## src/design/stbs_pkg.sv

```systemverilog
// Shared types and constants for the sorted table binary search block.
// No dependencies.
package stbs_pkg;

  localparam int unsigned TABLE_DEPTH_DEF = 1024;
  localparam int unsigned DATA_W          = 32;
  localparam int unsigned OP_W            = 2;

  typedef enum logic [OP_W-1:0] {
    OP_APPEND = 2'd0,
    OP_SEARCH = 2'd1,
    OP_CLEAR  = 2'd2
  } op_e;

  typedef struct packed {
    logic busy;
    logic done;
    logic found;
  } search_status_t;

endpackage

```

## src/design/stbs_search.sv

```systemverilog
// Search sequencer: halves the interval one probe at a time.
// Depends on stbs_pkg.
module stbs_search #(
  parameter int unsigned TABLE_DEPTH = stbs_pkg::TABLE_DEPTH_DEF,
  localparam int unsigned IdxW = (TABLE_DEPTH > 1) ? $clog2(TABLE_DEPTH) : 1,
  localparam int unsigned CntW = $clog2(TABLE_DEPTH + 1)
) (
  input  logic                                clk_i,
  input  logic                                rst_ni,
  input  logic                                start_i,
  input  logic signed [stbs_pkg::DATA_W-1:0]  key_i,
  input  logic [CntW-1:0]                     count_i,
  input  logic                                out_free_i,
  output logic                                rd_en_o,
  output logic [IdxW-1:0]                     rd_addr_o,
  input  logic signed [stbs_pkg::DATA_W-1:0]  rd_data_i,
  output stbs_pkg::search_status_t            status_o
);

  typedef enum logic [1:0] {
    ST_IDLE,
    ST_ISSUE,
    ST_COMPARE,
    ST_FINISH
  } state_e;

  state_e                             state_q, state_d;
  logic [CntW-1:0]                    lo_q, lo_d;
  logic [CntW-1:0]                    hi_q, hi_d;
  logic [CntW-1:0]                    mid_q, mid_d;
  logic signed [stbs_pkg::DATA_W-1:0] key_q, key_d;
  logic                               found_q, found_d;
  logic [CntW:0]                      mid_sum;
  logic [CntW-1:0]                    lo_step, hi_step;

  assign mid_sum   = {1'b0, lo_q} + {1'b0, hi_q} - {{CntW{1'b0}}, 1'b1};
  assign rd_en_o   = (state_q == ST_ISSUE);
  assign rd_addr_o = mid_d[IdxW-1:0];

  assign status_o.busy  = (state_q != ST_IDLE);
  assign status_o.done  = (state_q == ST_FINISH);
  assign status_o.found = found_q;

  always_comb begin
    lo_step = lo_q;
    hi_step = hi_q;
    if (rd_data_i > key_q) begin
      hi_step = mid_q;
    end else begin
      lo_step = mid_q + CntW'(1);
    end
  end

  always_comb begin
    state_d = state_q;
    lo_d    = lo_q;
    hi_d    = hi_q;
    mid_d   = mid_q;
    key_d   = key_q;
    found_d = found_q;
    case (state_q)
      ST_IDLE: begin
        if (start_i) begin
          key_d   = key_i;
          lo_d    = '0;
          hi_d    = count_i;
          found_d = 1'b0;
          state_d = (count_i == '0) ? ST_FINISH : ST_ISSUE;
        end
      end
      ST_ISSUE: begin
        mid_d   = mid_sum[CntW:1];
        state_d = ST_COMPARE;
      end
      ST_COMPARE: begin
        if (rd_data_i == key_q) begin
          found_d = 1'b1;
          state_d = ST_FINISH;
        end else begin
          lo_d    = lo_step;
          hi_d    = hi_step;
          state_d = (lo_step < hi_step) ? ST_ISSUE : ST_FINISH;
        end
      end
      ST_FINISH: begin
        if (out_free_i) begin
          state_d = ST_IDLE;
        end
      end
      default: state_d = ST_IDLE;
    endcase
  end

  always_ff @(posedge clk_i or negedge rst_ni) begin
    if (!rst_ni) begin
      state_q <= ST_IDLE;
      found_q <= 1'b0;
    end else begin
      state_q <= state_d;
      found_q <= found_d;
    end
  end

  always_ff @(posedge clk_i) begin
    lo_q  <= lo_d;
    hi_q  <= hi_d;
    mid_q <= mid_d;
    key_q <= key_d;
  end

endmodule

```

## config.mk

```make
export PLATFORM = sky130hd
export DESIGN_NAME = stbs_search
export DESIGN_NICKNAME = d
export VERILOG_FILES = /design/src/design/stbs_pkg.sv /design/src/design/stbs_search.sv
export SDC_FILE = /design/constraint.sdc
export NUM_CORES = 1
export LEC_CHECK = 0
export ABC_AREA = 1
export BUFFER_PORTS_ARGS = -buffer_cell sky130_fd_sc_hd__buf_2
export CAP_MARGIN = 10
export CORE_AREA = 2 2 96 98
export CTS_CLUSTER_DIAMETER = 100
export DETAILED_ROUTE_END_ITERATION = 7
export DIE_AREA = 0 0 98 100
export PLACE_DENSITY_LB_ADDON = 0.05
export REMOVE_ABC_BUFFERS = 1
export SYNTH_ARGS = -nofsm -noshare
export SYNTH_HDL_FRONTEND = slang
export SYNTH_SLANG_ARGS = --single-unit
```

## constraint.sdc

```tcl
create_clock -name clk_i -period 4.9 [get_ports clk_i]
set_clock_uncertainty 0.1 [all_clocks]
set_input_delay 0.98 -clock clk_i [delete_from_list [all_inputs] [get_ports clk_i]]
set_output_delay 0.98 -clock clk_i [all_outputs]
set_load 0.01 [all_outputs]
```

==> impl_metrics.tcl <==
set metrics [dict create \
    status "finished clean" \
    post-cts-setup-buffers 0 \
    synthTopCellsByArea "edfxtp_1, ha_1, nand2_1" \
    gp_congestion 0.820 \
    max_freq_ghz 0.243 \
    cp_top_family "adder cells" \
    cts_tree "yes" \
    ff2ff_setup_slack_ns 1.35 \
    clkTransAtPathRegs_ns 0.08 \
    pwr-share-clk_pct 15.9 \
    cellPowerDensity_nw_per_um2 660 \
    cts.repair.resized 0 \
    drtAntennaViolNets 0 \
    diodes 0 \
    dpl-instance-area_um2 5180 \
    cts_root_buf "clkbuf_8" \
    grt_max_degree 33 \
    synthesis.instances 523 \
    power_mw 3.58 \
    crit_top_cell "inv_1" \
    whs_ns 0.317 \
    reg2reg_depth 22 \
    reg2reg_from "key_q[27]$_DFFE_PP_" \
    p_leak_nw 2.78 \
    worstSetupEndpointType "output pin" \
    yosys_warnings 0 \
    drtIter0Drc 114 \
    place_hpwl_um 7410 \
    yosysTopAreaCell "edfxtp_1" \
    synthArstFlopShare_pct 4.41 \
    cts_inserted_buffers 9 \
    num_vias 3684 \
    min_period_over_period_pct 84.0 \
    rsz0062_at_grt "no" \
    power.share.sequential_pct 28.0 \
    slew_headroom_pct 32.1 \
    viasPerCell 5.00 \
    clk_latency_ns 0.34 \
    slowest_delay_ns 0.36 \
    initial_utilization_pct 51.9 \
    hold_viol 0 \
    sw_frac_of_total_pct 43.8 \
    r2r-end "state_q[1]$_DFFE_PN0P_" \
    cp.required_ns 3.82 \
    vdd_drop_max_mv 0.473 \
    nNetsFinal 764 \
    row_count 35 \
    setup_viol 0 \
    io_buffers 92 \
    regArea_um2 1930 \
    finalCriticalPeriod_ns 4.12 \
    dp.cells 721 \
    ys_seq_area_share_pct 41.7 \
    pwr-share-comb_pct 56.1 \
    final_cells 737 \
    critical_path_class "flip-flop to output pin" \
    slew_viol_final 0 \
    drive_above_1_share_pct 24.3 \
    crit_chain "inv_1, ha_1, inv_1, ha_1, inv_1, fa_1, inv_1, a31oi_1, inv_1, a21oi_1, o21bai_1, nand2_1, nand2_1, a21oi_2, xor2_1, o21ai_0, buf_2" \
    drt_first_pass_iters 4 \
    die_y_um 100 \
    grt_first_pass_wirelength_um 16000 \
    startpoint_type "flip-flop" \
    final.setup.worst_slack_ns 0.782 \
    cts_sinks 68 \
    p_switching_mw 1.57 \
    syn_avg_cell_area_um2 8.83 \
    drt-total-wl_um 9470 \
    grt_overflow 0 \
    cp_max_fo 3 \
    hp-class "input port to async pin" \
    ys.flop_type "edfxtp_1" \
    die_area_um2 9800 \
    track_usage_pct 20.4 \
    pin_count 93 \
    grt_pass1_vias 3598 \
    synth-seq-cells 68 \
    area_growth_pct 17.3 \
    fin_util_pct 60.9 \
    syn_area_um2 4620 \
    die_x_um 98 \
    clk_path_buf_depth 2 \
    multi_input_area_um2 2200 \
    crit_slowest_cell "edfxtp_1" \
    drc 0 \
    setup_tns_ns 0 \
    finalInstanceArea_um2 5420 \
    drt-wirelength-per-cell_um 12.9 \
    ctsHtreeMaxLevel 3 \
    critPathBufInv 6 \
    core-area_um2 8890 \
    synth_top_area_share_pct 35.8 \
    num-fill-cells 789 \
    dp_slack_ns 0.613 \
    synth.distinct_cells 39 \
    synth_edf_count 55 \
    worst_slew_pin_slew_ns 1.02 \
    drv_cap 0 \
    hold_buffers 0 \
    cp.arrival_ns 3.04 \
    antenna_found_initial 0 \
    internal_power_mw 2.01 \
]
logic make-up (layout without fill, tap and decap cells):
group / Yosys count / in the layout / share of synthesized area (%)
compound gates: 84 / 84 / 11.1
xor+xnor: 10 / 10 / 1.90
fa+ha+maj: 64 / 64 / 17.5
buf+inv: 121 / 224 / 10.7
flops: 68 / 68 / 41.7
simple gates: 176 / 176 / 17.1
worst register-to-register path, cell delays in order, from the launching register on:
cell,delay (ns)
edfxtp_1,0.37
inv_1,0.08
ha_1,0.24
a21oi_1,0.16
o21ai_0,0.11
nand2_1,0.08
nand2_1,0.06
a21oi_2,0.16
nand3_2,0.15
nand3_4,0.31
inv_1,0.10
or2_2,0.31
o21ai_4,0.08
ha_1,0.27
a21oi_1,0.12
nand3b_1,0.11
a21oi_1,0.06
a2111oi_0,0.27
nand2_1,0.09
nand2_1,0.07
nand2_1,0.06
nand2_1,0.06
nand2_1,0.04
state kept, by name (all words and copies together), names as in the netlist:
register,flops
state_q,2
key_q,32
hi_q,11
mid_q,11
found_q,1
lo_q,11
worst max-delay path by stage:
stage	cells past startpoint	end	slack, ns	from
2_1_floorplan	20	state_q[1]$_DFFE_PN0P_	0.91	rd_data_i[31]
4_1_cts	17	rd_addr_o[8]	0.74	lo_q[1]$_SDFFCE_PN0P_
3_3_place_gp	21	state_q[1]$_DFFE_PN0P_	0.67	rd_data_i[23]
6_report	17	rd_addr_o[8]	0.78	lo_q[1]$_SDFFCE_PN0P_
3_5_place_dp	21	state_q[1]$_DFFE_PN0P_	0.61	rd_data_i[31]
5_1_grt	17	rd_addr_o[9]	0.53	lo_q[3]$_SDFFCE_PN0P_
power groups by stage:
stage	registers, mW	logic [mW]	clock network (mW)
floorplan	0.982	1.50	0
finish	1.00	2.01	0.568
CTS	1.00	2.03	0.579
global placement	1.01	1.98	0
global route	1.02	2.31	0.601
detailed placement	1.01	2.01	0
layer usage:
metal	routed length [um]	global-route usage, %	vias to the layer above
li1	-	-	1903
met1	4390	26.5	1667
met2	4380	33.7	92
met3	399	3.13	22
met4	304	9.51	0
met5	0	0	-
cell type report:
type	count	share of cell area (%)
clock buffer	10	2.36
clock inverter	6	2.08
inverter	112	7.76
multi-input combinational	334	40.6
sequential	68	35.6
tap	111	2.56
timing repair buffer	96	9.05
cells in the final DEF (no fill, tap or decap), types with 2 or more instances in the layout:
| cell | n |
|---|---|
| xor2_1 | 8 |
| edfxtp_1 | 55 |
| xnor2_1 | 2 |
| ha_1 | 63 |
| clkinv_4 | 2 |
| nand2_2 | 4 |
| dfrtp_1 | 3 |
| clkbuf_8 | 9 |
| a21oi_2 | 3 |
| o21ai_1 | 9 |
| a31oi_1 | 4 |
| o21ai_0 | 27 |
| buf_4 | 4 |
| nand3b_1 | 3 |
| nand3_4 | 2 |
| a21o_1 | 2 |
| a21oi_1 | 25 |
| buf_2 | 92 |
| nor2_2 | 6 |
| nand4_1 | 7 |
| nor4_1 | 3 |
| nand2_1 | 110 |
| o21ai_4 | 3 |
| inv_1 | 104 |
| dfxtp_1 | 10 |
| nand3_1 | 5 |
| nor2_1 | 27 |
| o21ai_2 | 6 |
| o21a_1 | 2 |
| bufinv_16 | 3 |
| or2_2 | 5 |
| inv_2 | 8 |
Yosys cell counts, types with 5 or more instances:
master / instances
nand2_1: 110
inv_1: 104
ha_1: 63
edfxtp_1: 55
nor2_1: 28
o21ai_0: 28
a21oi_1: 25
dfxtp_1: 10
inv_2: 8
o21ai_1: 8
xor2_1: 8
nand4_1: 7
o21ai_2: 6
nand3_1: 5
nor2_2: 5
or2_2: 5
(Power assumes the default switching activity.)
